`src/rtl/core/lrsa_pkg.sv`:
```
// Shared types, constants and helper functions for the LED ring slide animation.
// No dependencies; every other file of the block but lrsa_if imports this package.
`timescale 1ns / 1ps

package lrsa_pkg;

  localparam int LED_COUNT  = 64;
  localparam int EDGE_WIDTH = 4;
  localparam int IDX_W      = $clog2(LED_COUNT);
  localparam int DIST_W     = $clog2(LED_COUNT + 1);

  localparam logic [7:0] FADE_FULL        = 8'd255;
  localparam logic [6:0] MAX_RADIUS_RESET = 7'd36;

  typedef enum logic [1:0] {
    OP_START_ON  = 2'd0,
    OP_START_OFF = 2'd1,
    OP_REVERSE   = 2'd2,
    OP_FRAME     = 2'd3
  } op_t;

  // Frame context latched when a frame step is accepted
  typedef struct packed {
    logic [IDX_W-1:0]  center;
    logic signed [7:0] radius;
    logic              dark;
    logic              running;
    logic [7:0]        red;
    logic [7:0]        green;
    logic [7:0]        blue;
    logic [7:0]        white;
  } frame_t;

  typedef struct packed {
    logic [7:0] red;
    logic [7:0] green;
    logic [7:0] blue;
    logic [7:0] white;
  } pix_t;

  // Sequencer to datapath/output stage
  typedef struct packed {
    logic             emit;
    logic [IDX_W-1:0] idx;
    logic             last;
  } seq_t;

  // Centre position folded onto the ring (small constant table)
  function automatic logic [IDX_W-1:0] center_wrap(logic [5:0] v);
    logic [IDX_W-1:0] res;
    res = '0;
    for (int k = 0; k < 64; k++) begin
      if (v == 6'(k)) res = IDX_W'(k % LED_COUNT);
    end
    return res;
  endfunction

  // Fade level inside the edge band, step counted from the outer rim
  function automatic logic [7:0] edge_fade(logic [4:0] step);
    logic [7:0] res;
    res = '0;
    for (int k = 0; k < EDGE_WIDTH; k++) begin
      if (step == 5'(k)) res = 8'((k * 255) / EDGE_WIDTH);
    end
    return res;
  endfunction

  // ch * fade / 255, truncated; reciprocal form exact over the 16-bit product
  function automatic logic [7:0] scale_channel(logic [7:0] ch, logic [7:0] fade);
    logic [15:0] prod;
    logic [16:0] q;
    logic [16:0] s;
    prod = ch * fade;
    q    = {1'b0, prod} + 17'd1;
    s    = q + (q >> 8);
    return s[15:8];
  endfunction

endpackage

```
`src/rtl/core/lrsa_if.sv`:
```
// Valid/ready channel interfaces for command words in and LED colour words out.
// No dependencies; the widths are given as literals.
`timescale 1ns / 1ps

interface lrsa_in_if;
  logic       valid;
  logic       ready;
  logic [1:0] opcode;
  logic [5:0] center_led;
  logic [7:0] base_red;
  logic [7:0] base_green;
  logic [7:0] base_blue;
  logic [7:0] base_white;

  modport source (output valid, opcode, center_led, base_red, base_green, base_blue,
                  base_white, input ready);
  modport sink   (input valid, opcode, center_led, base_red, base_green, base_blue,
                  base_white, output ready);
endinterface

interface lrsa_out_if;
  logic       valid;
  logic       ready;
  logic [5:0] led_index;
  logic [7:0] out_red;
  logic [7:0] out_green;
  logic [7:0] out_blue;
  logic [7:0] out_white;
  logic       last_led;
  logic       still_running;

  modport source (output valid, led_index, out_red, out_green, out_blue, out_white,
                  last_led, still_running, input ready);
  modport sink   (input valid, led_index, out_red, out_green, out_blue, out_white,
                  last_led, still_running, output ready);
endinterface

```
`src/rtl/core/lrsa_pixel_unit.sv`:
```
// Shared per-LED unit: ring distance, fade level and four channel scalers.
// Depends on lrsa_pkg.
`timescale 1ns / 1ps

module lrsa_pixel_unit (
  input  lrsa_pkg::frame_t             frame,
  input  logic [lrsa_pkg::IDX_W-1:0]   idx,
  output lrsa_pkg::pix_t               pix
);
  import lrsa_pkg::*;

  logic [DIST_W-1:0] fwd;
  logic [DIST_W-1:0] bwd;
  logic [DIST_W-1:0] ring_dist;
  logic signed [8:0] diff;
  logic [7:0]        fade;

  always_comb begin
    if (idx >= frame.center) begin
      fwd = DIST_W'(idx) - DIST_W'(frame.center);
    end else begin
      fwd = DIST_W'(idx) + DIST_W'(LED_COUNT) - DIST_W'(frame.center);
    end
    bwd       = DIST_W'(LED_COUNT) - fwd;
    ring_dist = (fwd < bwd) ? fwd : bwd;
  end

  // radius - distance, signed; negative means outside the disc
  assign diff = $signed({frame.radius[7], frame.radius}) - $signed(9'(ring_dist));

  always_comb begin
    if (frame.dark || diff < 0) begin
      fade = '0;
    end else if (diff >= $signed(9'(EDGE_WIDTH))) begin
      fade = FADE_FULL;
    end else begin
      fade = edge_fade(diff[4:0]);
    end
  end

  assign pix.red   = scale_channel(frame.red,   fade);
  assign pix.green = scale_channel(frame.green, fade);
  assign pix.blue  = scale_channel(frame.blue,  fade);
  assign pix.white = scale_channel(frame.white, fade);

endmodule

```
`src/rtl/core/lrsa_ctrl.sv`:
```
// Animation state, max_radius register and the LED sequencer of a frame step.
// Depends on lrsa_pkg and lrsa_in_if.
`timescale 1ns / 1ps

module lrsa_ctrl (
  input  logic                 clk,
  input  logic                 rst,
  lrsa_in_if.sink              item_in,
  input  logic                 cfg_we,
  input  logic [6:0]           cfg_data,
  input  logic                 out_free,
  output lrsa_pkg::frame_t     frame,
  output lrsa_pkg::seq_t       seq
);
  import lrsa_pkg::*;

  typedef enum logic [1:0] {
    ST_IDLE   = 2'b01,
    ST_RENDER = 2'b10
  } state_t;

  state_t            state;
  logic [IDX_W-1:0]  idx;
  logic [6:0]        max_radius;
  logic [IDX_W-1:0]  center;
  logic signed [7:0] radius;
  logic              growing;

  logic              accept;
  op_t               op;
  logic signed [7:0] radius_next;
  logic signed [8:0] maxr9;
  logic              finished;
  logic              last;

  assign item_in.ready = (state == ST_IDLE);
  assign accept        = item_in.valid && item_in.ready;
  assign op            = op_t'(item_in.opcode);
  assign maxr9         = $signed({2'b00, max_radius});

  // saturating step of the radius
  always_comb begin
    if (growing) begin
      radius_next = (radius != 8'sd127) ? radius + 8'sd1 : radius;
    end else begin
      radius_next = (radius != -8'sd128) ? radius - 8'sd1 : radius;
    end
  end

  assign finished = growing ? ($signed({radius_next[7], radius_next}) >= maxr9)
                            : (radius_next < 0);

  assign last     = (idx == IDX_W'(LED_COUNT - 1));
  assign seq.emit = (state == ST_RENDER) && out_free;
  assign seq.idx  = idx;
  assign seq.last = last;

  always_ff @(posedge clk) begin
    if (rst) begin
      max_radius <= MAX_RADIUS_RESET;
    end else if (cfg_we) begin
      max_radius <= cfg_data;
    end
  end

  always_ff @(posedge clk) begin
    if (rst) begin
      state   <= ST_IDLE;
      idx     <= '0;
      center  <= '0;
      radius  <= '0;
      growing <= 1'b0;
    end else begin
      case (state)
        ST_IDLE: begin
          if (accept) begin
            case (op)
              OP_START_ON: begin
                center  <= center_wrap(item_in.center_led);
                radius  <= '0;
                growing <= 1'b1;
              end
              OP_START_OFF: begin
                growing <= 1'b0;
                if ($signed({radius[7], radius}) >= maxr9 || radius < 0) begin
                  radius <= $signed({1'b0, max_radius});
                end
              end
              OP_REVERSE: begin
                growing <= 1'b1;
              end
              OP_FRAME: begin
                radius <= radius_next;
                idx    <= '0;
                state  <= ST_RENDER;
              end
              default: begin
              end
            endcase
          end
        end
        ST_RENDER: begin
          if (seq.emit) begin
            if (last) begin
              state <= ST_IDLE;
            end else begin
              idx <= idx + 1'b1;
            end
          end
        end
        default: begin
          state <= ST_IDLE;
        end
      endcase
    end
  end

  // frame context, held for the whole render pass
  always_ff @(posedge clk) begin
    if (accept && op == OP_FRAME) begin
      frame.center  <= center;
      frame.radius  <= radius;
      frame.dark    <= finished && !growing;
      frame.running <= !finished;
      frame.red     <= item_in.base_red;
      frame.green   <= item_in.base_green;
      frame.blue    <= item_in.base_blue;
      frame.white   <= item_in.base_white;
    end
  end

  a_frame_starts: assert property (@(posedge clk) disable iff (rst)
    (accept && op == OP_FRAME) |=> (state == ST_RENDER && idx == '0))
    else $error("frame step did not start render at LED 0");

  a_frame_held: assert property (@(posedge clk) disable iff (rst)
    (state == ST_RENDER) |=> $stable(frame) && $stable(radius))
    else $error("frame context changed during render");

  a_last_ends: assert property (@(posedge clk) disable iff (rst)
    (seq.emit && seq.last) |=> (state == ST_IDLE))
    else $error("render did not end after last LED");

  a_idx_steps: assert property (@(posedge clk) disable iff (rst)
    (seq.emit && !seq.last) |=> (idx == $past(idx) + 1'b1))
    else $error("LED counter skipped");

endmodule

```
`src/rtl/core/led_ring_slide_animation_top.sv`:
```
// Top level of the LED ring slide animation: sequencer, shared pixel unit and
// output word register. Depends on lrsa_pkg, lrsa_if, lrsa_ctrl, lrsa_pixel_unit.
`timescale 1ns / 1ps

// Commands (start on, start off, reverse) are taken while the block is idle and
// produce no output. A frame step, once accepted, yields one colour word per
// LED, in LED order, from a single pixel unit stepped by the LED counter; the
// pass is held up only while the output side stalls. The input is not ready
// during that pass. The output register lets the last word of a frame wait
// while the next command is taken. max_radius may be written whenever the
// block is idle.
module led_ring_slide_animation_top (
  input  logic       clk,
  input  logic       rst,
  lrsa_in_if.sink    item_in,
  lrsa_out_if.source result_out,
  input  logic       cfg_we,
  input  logic [6:0] cfg_data
);
  import lrsa_pkg::*;

  frame_t frame;
  seq_t   seq;
  pix_t   pix;
  logic   out_free;
  logic   out_valid;

  assign out_free = !out_valid || result_out.ready;

  lrsa_ctrl u_ctrl (
    .clk      (clk),
    .rst      (rst),
    .item_in  (item_in),
    .cfg_we   (cfg_we),
    .cfg_data (cfg_data),
    .out_free (out_free),
    .frame    (frame),
    .seq      (seq)
  );

  lrsa_pixel_unit u_pixel (
    .frame (frame),
    .idx   (seq.idx),
    .pix   (pix)
  );

  always_ff @(posedge clk) begin
    if (rst) begin
      out_valid <= 1'b0;
    end else if (seq.emit) begin
      out_valid <= 1'b1;
    end else if (result_out.ready) begin
      out_valid <= 1'b0;
    end
  end

  always_ff @(posedge clk) begin
    if (seq.emit) begin
      result_out.led_index     <= 6'(seq.idx);
      result_out.out_red       <= pix.red;
      result_out.out_green     <= pix.green;
      result_out.out_blue      <= pix.blue;
      result_out.out_white     <= pix.white;
      result_out.last_led      <= seq.last;
      result_out.still_running <= frame.running;
    end
  end

  assign result_out.valid = out_valid;

endmodule

```
`src/flat_wrapper.sv`:
```
// flat-port wrapper written by rule: the top's interface ports become plain ports
module led_ring_slide_animation_top_flat import lrsa_pkg::*;
  (clk, rst, cfg_we, cfg_data, item_in_valid, item_in_opcode, item_in_center_led, item_in_base_red, item_in_base_green, item_in_base_blue, item_in_base_white, item_in_ready, result_out_valid, result_out_led_index, result_out_out_red, result_out_out_green, result_out_out_blue, result_out_out_white, result_out_last_led, result_out_still_running, result_out_ready);
  lrsa_in_if item_in_i ();
  lrsa_out_if result_out_i ();
  input  logic clk;
  input  logic rst;
  input  logic cfg_we;
  input  logic [6:0] cfg_data;
  input wire logic [$bits(item_in_i.valid)-1:0] item_in_valid;
  input wire logic [$bits(item_in_i.opcode)-1:0] item_in_opcode;
  input wire logic [$bits(item_in_i.center_led)-1:0] item_in_center_led;
  input wire logic [$bits(item_in_i.base_red)-1:0] item_in_base_red;
  input wire logic [$bits(item_in_i.base_green)-1:0] item_in_base_green;
  input wire logic [$bits(item_in_i.base_blue)-1:0] item_in_base_blue;
  input wire logic [$bits(item_in_i.base_white)-1:0] item_in_base_white;
  output wire logic [$bits(item_in_i.ready)-1:0] item_in_ready;
  output wire logic [$bits(result_out_i.valid)-1:0] result_out_valid;
  output wire logic [$bits(result_out_i.led_index)-1:0] result_out_led_index;
  output wire logic [$bits(result_out_i.out_red)-1:0] result_out_out_red;
  output wire logic [$bits(result_out_i.out_green)-1:0] result_out_out_green;
  output wire logic [$bits(result_out_i.out_blue)-1:0] result_out_out_blue;
  output wire logic [$bits(result_out_i.out_white)-1:0] result_out_out_white;
  output wire logic [$bits(result_out_i.last_led)-1:0] result_out_last_led;
  output wire logic [$bits(result_out_i.still_running)-1:0] result_out_still_running;
  input wire logic [$bits(result_out_i.ready)-1:0] result_out_ready;
  assign item_in_i.valid = item_in_valid;
  assign item_in_i.opcode = item_in_opcode;
  assign item_in_i.center_led = item_in_center_led;
  assign item_in_i.base_red = item_in_base_red;
  assign item_in_i.base_green = item_in_base_green;
  assign item_in_i.base_blue = item_in_base_blue;
  assign item_in_i.base_white = item_in_base_white;
  assign item_in_ready = item_in_i.ready;
  assign result_out_valid = result_out_i.valid;
  assign result_out_led_index = result_out_i.led_index;
  assign result_out_out_red = result_out_i.out_red;
  assign result_out_out_green = result_out_i.out_green;
  assign result_out_out_blue = result_out_i.out_blue;
  assign result_out_out_white = result_out_i.out_white;
  assign result_out_last_led = result_out_i.last_led;
  assign result_out_still_running = result_out_i.still_running;
  assign result_out_i.ready = result_out_ready;
  led_ring_slide_animation_top u_core (.clk(clk), .rst(rst), .item_in(item_in_i), .result_out(result_out_i), .cfg_we(cfg_we), .cfg_data(cfg_data));
endmodule
```
`config.mk`:
```
export PLATFORM = sky130hd
export DESIGN_NAME = led_ring_slide_animation_top_flat
export DESIGN_NICKNAME = d
export VERILOG_FILES = /design/src/rtl/core/lrsa_pkg.sv /design/src/rtl/core/lrsa_if.sv /design/src/rtl/core/lrsa_pixel_unit.sv /design/src/rtl/core/lrsa_ctrl.sv /design/src/rtl/core/led_ring_slide_animation_top.sv /design/src/flat_wrapper.sv
export SDC_FILE = /design/constraint.sdc
export NUM_CORES = 1
export LEC_CHECK = 0
export BUFFER_PORTS_ARGS = -buffer_cell sky130_fd_sc_hd__buf_2
export CORE_ASPECT_RATIO = 0.7
export CORE_UTILIZATION = 60
export DETAILED_ROUTE_END_ITERATION = 16
export PLACE_DENSITY = 0.79
export SETUP_SLACK_MARGIN = 0.1
export SLEW_MARGIN = 20
export SYNTH_ARGS = -nofsm -noshare
export SYNTH_HDL_FRONTEND = slang
export SYNTH_SLANG_ARGS = --single-unit
```
`constraint.sdc`:
```
create_clock -name clk -period 31 [get_ports clk]
set_input_delay 4.65 -clock clk [delete_from_list [all_inputs] [get_ports clk]]
set_output_delay 4.65 -clock clk [all_outputs]
set_load 0.1 [all_outputs]
```
==> impl_metrics.json, run 1 <==
{
  "cell_with_the_largest_stage_delay_on_the_worst_path": "sky130_fd_sc_hd__fa_1",
  "period_minus_slack_ps": 12570,
  "final.period_utilization_pct": 40.56,
  "cts_tree": "built",
  "comb_power_share_pct": 30.4,
  "p_leak_nw": 8.471,
  "vias_per_cell": 5.627,
  "final_max_slew_viol_count": 0,
  "grt_pass1_vias": 11090,
  "antenna_left": 0,
  "power.density_cell_area_mw_per_mm2": 33.10,
  "number_of_flops_mapped_to_enable_cells_by_yosys": 88,
  "core-area_mm2": 0.02382,
  "path_class": "flip-flop to flip-flop",
  "fin_worst_skew_ps": 10.05,
  "cts.reportedPaths.clkPinSlew_ps": 60,
  "critical_path_required_ps": 31180,
  "ys_async_sr_fraction_pct": 0,
  "postSynthCellCount": 1531,
  "synthDominantCellAreaShare_pct": 19.88,
  "switching_share_pct": 33.81,
  "post_synth.cell_area_avg_um2": 9.603,
  "finalNetCount": 2052,
  "rsz0062_at_grt": "no",
  "clock_power_share_pct": 35.7,
  "worstPathMaxFanout": 19,
  "register_to_register_path_depth": 49,
  "seq_area_frac_synth_pct": 22.20,
  "cts.root.buffer_cell": "sky130_fd_sc_hd__clkbuf_16",
  "outcome": "finished clean",
  "yosys_warnings": 0,
  "die-height_um": 133.0,
  "clk-insertion-delay-late_ps": 440,
  "startpoint": "u_core.u_ctrl.idx[0]",
  "grt_util_all_layers_pct": 27.75,
  "routed-via-count": 11020,
  "tightestPinTransition_ps": 1022,
  "critPathLaunchType": "flip-flop",
  "place.detailed.hpwl_mm": 26.39,
  "wire_length_of_the_first_global_routing_pass_mm": 55.22,
  "drt_wl_total_mm": 32.80,
  "setup-tns-final_ps": 0,
  "timing.hold.worst.class": "flip-flop to flip-flop",
  "antenna_found_initial": 0,
  "cts.repair.resized": 0,
  "placement_rows": 47,
  "synthDistinctLibCells": 82,
  "start_util_pct": 61.73,
  "max_cap_viol_count": 0,
  "p_total_mw": 0.5326,
  "ys_seq_elements": 119,
  "cts_inserted_buffers": 17,
  "worstSetupEndpoint": "u_core.result_out.out_blue[7]",
  "post-cts-setup-buffer-count": 0,
  "die_x_um": 189.1,
  "dpl_worst_slack_ps": 18550,
  "cts_hold_repair.buffers": 0,
  "fmaxAchievable_mhz": 79.54,
  "pin_count": 94,
  "initialDrtViolationCount": 806,
  "reg2reg_setup_slack_ps": 18430,
  "cts-htree-levels": 4,
  "detail_route.wl_per_cell_um": 16.75,
  "biggest_area_consumer_among_synthesized_cells": "sky130_fd_sc_hd__fa_1",
  "drc_errors": 0,
  "place_congestion": 0.9100,
  "placement.io_buffers": 93,
  "critical_path.endpoint_type": "flip-flop",
  "die_area_mm2": 0.02514,
  "power.internal_mw": 0.3525,
  "timing.critical_path.slowest_cell_delay_ps": 540,
  "grt.overflow.total": 0,
  "seqPwrFrac_pct": 33.9,
  "largest_net_degree_at_the_start_of_global_routing": 43,
  "diodes_inserted": 0,
  "areaGrowthSynthToFinish_pct": 9.455,
  "report.final.hold_viol_count": 0,
  "clock_path_buffers": 2,
  "post-route-worst-setup-slack_ps": 18430,
  "synth.top_cells.by_area": "sky130_fd_sc_hd__fa_1, sky130_fd_sc_hd__ha_1, sky130_fd_sc_hd__edfxtp_1",
  "finalSetupViolations": 0,
  "mapped_area_mm2": 0.01470,
  "clock_sink_count": 119,
  "crit_arrival_ps": 12750,
  "reg2reg_from": "u_core.u_ctrl.idx[0]",
  "crit_top_cell": "sky130_fd_sc_hd__inv_1",
  "slew_headroom_pct": 31.33,
  "drt_pre_antenna_iters": 5,
  "drive_gt1_share_pct": 9.695,
  "vdd_ir_drop_max_mv": 0.04031,
  "netSwitchingPower_mw": 0.1801,
  "r2r-end": "u_core.result_out.out_blue[7]",
  "synthesis.nets": 1956,
  "synth_top_flop_cell": "sky130_fd_sc_hd__edfxtp_1"
}
cell type report:
type / count / area [um^2]
Multi-Input combinational cell: 1090 / 10250
Inverter: 301 / 1130
Sequential cell: 119 / 3263
Clock buffer: 23 / 490.5
Clock inverter: 9 / 58.81
Timing Repair Buffer: 98 / 503.0
Tap cell: 318 / 397.9
Fill cell: 1862 / 7725
sequential cells by signal, summed over array words and instances, names as in the netlist, 6 cells and up:
name                         count
u_core.result_out.led_index      6
u_core.result_out.out_blue       8
u_core.result_out.out_green      8
u_core.result_out.out_red        8
u_core.result_out.out_white      8
u_core.u_ctrl.center             6
u_core.u_ctrl.frame             48
u_core.u_ctrl.idx                6
u_core.u_ctrl.max_radius         7
u_core.u_ctrl.radius             8
how the worst min path moves through the flow:
stage,start,endpoint,slack (ps),depth (start not counted)
2_1_floorplan,u_core.u_ctrl.frame[32],u_core.result_out.still_running,400,0
3_3_place_gp,u_core.u_ctrl.frame[32],u_core.result_out.still_running,410,0
3_5_place_dp,u_core.u_ctrl.frame[32],u_core.result_out.still_running,410,0
4_1_cts,u_core.u_ctrl.frame[32],u_core.result_out.still_running,430,0
5_1_grt,u_core.u_ctrl.frame[32],u_core.result_out.still_running,450,0
6_report,u_core.u_ctrl.frame[32],u_core.result_out.still_running,420,0
routing by layer:
metal	wire (um)	track usage (%)	part of all wire (%)	vias up
met5	0	0	0	-
li1	-	-	-	5328
met2	14120	41.67	43	396
met3	2631	5.676	8.0	46
met1	15480	40.64	47	5248
met4	575	7.616	1.8	0
critical path, delay by kind of cell (launching register included):
family / cells / cell delay, ps
simple gates: 10 / 2600
flops: 1 / 350
compound gates: 15 / 3190
mux: 2 / 690
buf+inv: 8 / 740
fa+ha+maj: 10 / 4120
xor+xnor: 4 / 580
kinds of logic after synthesis:
| family | Yosys count | share of synthesized area, % |
|---|---|---|
| buffers and inverters | 322 | 8.247 |
| multiplexers | 25 | 1.736 |
| AO/OA/AOI/OAI | 244 | 11.47 |
| AND/OR/NAND/NOR | 366 | 12.26 |
| XOR/XNOR | 82 | 4.885 |
| adder cells (fa/ha/maj) | 373 | 39.20 |
| flip-flops | 119 | 22.20 |
cell usage in the layout (no fill, tap or decap), drive strengths merged, types with 49 or more instances in the layout:
cell type	count
edfxtp	88
nand2	113
ha	227
xnor2	55
fa	146
a21oi	61
inv	308
buf	98
and2	49
nor2	77
power by group through the flow:
stage	clock [mW]	combinational, mW	sequential [mW]
final	0.190	0.162	0.181
after global routing	0.199	0.183	0.181
after CTS	0.195	0.160	0.180
after detailed placement	0	0.158	0.184
after global placement	0	0.151	0.184
after floorplan	0	0.120	0.183
per-stage QoR:
step	utilization [%]	hold WS, ps	cell area, um^2	std cells
2_1_floorplan	-	400.3	14700	1531
3_3_place_gp	65.26	411.2	15540	1926
3_5_place_dp	65.26	411.1	15540	1926
4_1_cts	67.57	425.1	16090	1958
5_1_grt	67.57	445.4	16090	1958
6_report	67.57	423.4	16090	1958
synthesized netlist by cell type, types with 6 or more instances:
master,instances
sky130_fd_sc_hd__o31ai_1,9
sky130_fd_sc_hd__o21bai_1,6
sky130_fd_sc_hd__and3_1,6
sky130_fd_sc_hd__o21ai_0,33
sky130_fd_sc_hd__a31oi_1,15
sky130_fd_sc_hd__nand4_1,9
sky130_fd_sc_hd__dfxtp_1,31
sky130_fd_sc_hd__edfxtp_1,88
sky130_fd_sc_hd__ha_1,227
sky130_fd_sc_hd__nand3_1,35
sky130_fd_sc_hd__a211oi_1,10
sky130_fd_sc_hd__clkbuf_1,17
sky130_fd_sc_hd__nor2_1,77
sky130_fd_sc_hd__nor2b_1,12
sky130_fd_sc_hd__a21o_1,31
sky130_fd_sc_hd__xnor2_1,55
sky130_fd_sc_hd__fa_1,146
sky130_fd_sc_hd__inv_1,301
sky130_fd_sc_hd__nor3_1,23
sky130_fd_sc_hd__o21ai_1,8
sky130_fd_sc_hd__and2_1,48
sky130_fd_sc_hd__xor2_1,27
sky130_fd_sc_hd__or3_1,7
sky130_fd_sc_hd__nand2b_1,12
sky130_fd_sc_hd__nand2_1,113
sky130_fd_sc_hd__o2111ai_1,6
sky130_fd_sc_hd__mux2i_1,21
sky130_fd_sc_hd__a21oi_1,60
sky130_fd_sc_hd__o21a_1,10
(Power assumes the default switching activity.)
==> run 2, diff against run 1 <==
--- a/config.mk
+++ b/config.mk
@@ -5,11 +5,12 @@
 export SDC_FILE = /design/constraint.sdc
 export NUM_CORES = 1
 export LEC_CHECK = 0
+export ABC_AREA = 1
 export BUFFER_PORTS_ARGS = -buffer_cell sky130_fd_sc_hd__buf_2
 export CORE_ASPECT_RATIO = 0.7
-export CORE_UTILIZATION = 60
+export CORE_UTILIZATION = 58
 export DETAILED_ROUTE_END_ITERATION = 16
-export PLACE_DENSITY = 0.79
+export PLACE_DENSITY = 0.8
 export SETUP_SLACK_MARGIN = 0.1
 export SLEW_MARGIN = 20
 export SYNTH_ARGS = -nofsm -noshare
==> constraint.sdc (replaced) <==
create_clock -name clk -period 10.1 [get_ports clk]
set_input_delay 1.515 -clock clk [delete_from_list [all_inputs] [get_ports clk]]
set_output_delay 1.515 -clock clk [all_outputs]
set_load 0.1 [all_outputs]
==> run 2 against run 1 <==
  * Synthesized cell count increased by 21%
  * Final cell count increased by 21%
  * Sequential power increased to 3.3 times the previous value
  * Clock power increased to 3.3 times the previous value
  * Sequential cell count unchanged
  * Combinational power increased to 8.6 times the previous value
  * Worst hold slack improved by 5.6 ps
  * Sequential share of layout area decreased by 2.2 points
  * Count of clock-buffer cells in the layout unchanged
  * Die area increased by 8.0%
  * Critical path type unchanged
  * Highest routed layer unchanged
==> impl_metrics.json, run 2 <==
{
  "final_max_slew_viol_count": 0,
  "fin_worst_skew_ps": 12.82,
  "antenna_found_initial": 0,
  "p_leak_nw": 9.511,
  "placement.io_buffers": 93,
  "cts-htree-levels": 4,
  "mapped_area_mm2": 0.01537,
  "max_cap_viol_count": 0,
  "multiplexer_fraction_of_the_synthesized_cell_area_pct": 0,
  "post_synth_xor_area_fraction_pct": 4.404,
  "global_route.usage.met1_pct": 37.25,
  "grt.overflow.total": 0,
  "finalNonFillerCells": 2375,
  "initialDrtViolationCount": 854,
  "die-height_um": 138.2,
  "period_minus_slack_ps": 9647,
  "postSynthCellCount": 1855,
  "grt_util_all_layers_pct": 26.82,
  "timing.hold.worst.class": "flip-flop to flip-flop",
  "vdd_ir_drop_max_mv": 0.1743,
  "synthDominantCellAreaShare_pct": 19.02,
  "clock_path_buffers": 2,
  "yosys_warnings": 0,
  "synth.top_cells.by_area": "sky130_fd_sc_hd__fa_1, sky130_fd_sc_hd__ha_1, sky130_fd_sc_hd__edfxtp_1",
  "antenna_left": 0,
  "die_x_um": 196.6,
  "die_area_mm2": 0.02716,
  "cell_with_the_largest_stage_delay_on_the_worst_path": "sky130_fd_sc_hd__fa_1",
  "dpl_worst_slack_ps": -311.8,
  "regMostFlops": "u_core.u_ctrl.frame",
  "largest_reg_flops": 48,
  "vias_per_cell": 5.325,
  "clock_sink_count": 119,
  "post_synth.cell_area_avg_um2": 8.285,
  "path_class": "flip-flop to flip-flop",
  "final.period_utilization_pct": 95.52,
  "drt_pre_antenna_iters": 7,
  "synth_simple_gate_area_share_pct": 16.11,
  "start_util_pct": 59.40,
  "pin_count": 94,
  "fmaxAchievable_mhz": 103.7,
  "ys_seq_elements": 119,
  "critPathLaunchType": "flip-flop",
  "final_design_area_no_fill_mm2": 0.01805,
  "layout_commonest_cell": "sky130_fd_sc_hd__inv_1",
  "layout_common_cells": "sky130_fd_sc_hd__inv_1, sky130_fd_sc_hd__nand2_1, sky130_fd_sc_hd__ha_1",
  "rsz0062_at_grt": "yes",
  "placement_rows": 49,
  "cts_tree": "built",
  "areaGrowthSynthToFinish_pct": 17.45,
  "cts_inserted_buffers": 17,
  "fraction_of_the_mapped_netlist_area_in_compound_gates_pct": 8.654,
  "critical_path_required_ps": 10320,
  "global_route.peak_usage_layer": "met2",
  "routed-via-count": 12650,
  "grt_pass1_vias": 12100,
  "timing.critical_path.slowest_cell_delay_ps": 550,
  "drc_errors": 0,
  "worstPathMaxFanout": 5,
  "cts_hold_repair.buffers": 0,
  "main_combinational_cell_family_by_area_after_synthesis": "adder cells",
  "ys_top_cells_by_count": "sky130_fd_sc_hd__inv_1, sky130_fd_sc_hd__nand2_1, sky130_fd_sc_hd__ha_1, sky130_fd_sc_hd__nor2_1, sky130_fd_sc_hd__fa_1",
  "post-route-worst-setup-slack_ps": 453.0,
  "finalSetupViolations": 0,
  "globalRouteMet3Util_pct": 6.563,
  "largest_net_degree_at_the_start_of_global_routing": 51,
  "drt_wl_total_mm": 37.08,
  "outcome": "finished clean",
  "drive_gt1_share_pct": 18.29,
  "critical_path.endpoint_type": "flip-flop",
  "clk-insertion-delay-late_ps": 460,
  "grt_use_met2_pct": 41.34,
  "numPlacedInstances": 2310,
  "yosysMostFrequentCell": "sky130_fd_sc_hd__inv_1",
  "cts.reportedPaths.clkPinSlew_ps": 60,
  "crit_arrival_ps": 9860,
  "ys_async_sr_fraction_pct": 0,
  "placed_area_mm2": 0.01637,
  "synthAdderAreaFrac_pct": 37.50,
  "diodes_inserted": 0,
  "tightestPinTransition_ps": 731.0,
  "number_of_flops_mapped_to_enable_cells_by_yosys": 88,
  "power.density_cell_area_mw_per_mm2": 145.5,
  "crit_top_cell": "sky130_fd_sc_hd__nand2_2",
  "synthesis.nets": 2280,
  "seq_area_frac_synth_pct": 21.23,
  "cts.root.buffer_cell": "sky130_fd_sc_hd__clkbuf_16",
  "detail_route.wl_per_cell_um": 15.61,
  "place_congestion": 0.9379,
  "wire_length_of_the_first_global_routing_pass_mm": 57.62,
  "slew_headroom_pct": 51.27,
  "synthDistinctLibCells": 52,
  "report.final.hold_viol_count": 0,
  "finalNetCount": 2430,
  "core-area_mm2": 0.02587,
  "biggest_area_consumer_among_synthesized_cells": "sky130_fd_sc_hd__fa_1",
  "place.detailed.hpwl_mm": 28.21,
  "synth_top_flop_cell": "sky130_fd_sc_hd__edfxtp_1"
}
run 2: cell count changes after synthesis, moves of 14 or more:
cell and change:
sky130_fd_sc_hd__a21oi_1 +57, sky130_fd_sc_hd__nand2_1 +158, sky130_fd_sc_hd__inv_1 +174, sky130_fd_sc_hd__xnor2_1 -43, sky130_fd_sc_hd__nand3_1 +14, sky130_fd_sc_hd__a21o_1 -27, sky130_fd_sc_hd__and2_1 -44, sky130_fd_sc_hd__nor2_1 +74
sky130_fd_sc_hd__xor2_1 +29, sky130_fd_sc_hd__o21ai_0 +27, sky130_fd_sc_hd__mux2i_1 -21
run 2: power breakdown:
group | switching, mW | internal, mW
clock network | 0.250 | 0.381
logic | 0.892 | 0.506
registers | 0.0256 | 0.569
total | 1.17 | 1.46
run 2: routing by layer:
layer / up-vias / part of all wire (%)
li1: 6134 / -
met1: 5959 / 45
met2: 486 / 46
met3: 67 / 7.5
met4: 0 / 2.3
met5: - / 0
run 2: cell families (layout without fill, tap and decap cells):
| group | Yosys count | in the layout |
|---|---|---|
| XOR/XNOR | 73 | 73 |
| flip-flops | 119 | 119 |
| buffers and inverters | 493 | 655 |
| AND/OR/NAND/NOR | 561 | 561 |
| adder cells (fa/ha/maj) | 373 | 373 |
| AO/OA/AOI/OAI | 236 | 237 |
run 2: worst paths after layout:
kind              cells after the start                    start  slack (ps)                             end
setup / recovery                     58     u_core.u_ctrl.idx[0]         450  u_core.result_out.out_white[2]
setup reg to reg                     58     u_core.u_ctrl.idx[0]         450  u_core.result_out.out_white[2]
hold reg to reg                       0  u_core.u_ctrl.center[2]         430         u_core.u_ctrl.frame[44]
hold / removal                        0  u_core.u_ctrl.center[2]         430         u_core.u_ctrl.frame[44]
run 2: final cells by class:
| type | instances | area [um^2] |
|---|---|---|
| fillers | 1952 | 7823 |
| inverters | 479 | 1810 |
| repair buffers | 144 | 884.6 |
| multi-input cells | 1244 | 11020 |
| well taps | 357 | 446.7 |
| clock buffers | 23 | 543.0 |
| flip-flops and latches | 119 | 3268 |
| clock inverters | 9 | 72.57 |
run 2: stage by stage:
step	hold WS, ps	setup TNS [ps]	total power [mW]	utilization [%]
2_1_floorplan	400.3	0	1.507	-
3_3_place_gp	410.0	0	1.728	63.29
3_5_place_dp	411.0	-2246	1.778	63.29
4_1_cts	426.1	0	2.423	65.85
5_1_grt	436.8	-401.0	2.818	69.77
6_report	429.0	0	2.625	69.77
run 2: worst max-delay path, delay by kind of cell (launching register included):
kind	cells	cell delay, ps
simple gates	26	2750
fa+ha+maj	10	3880
buf+inv	14	1360
xor+xnor	2	390
compound gates	6	670
flops	1	350
run 2: what timing repair did:
item / CTS / global route
setup buffers: 0 / 32
pin swaps: 0 / 87
endpoints found under the setup margin: 21 / 32
resized for setup: 16 / 181
cloned: 0 / 1
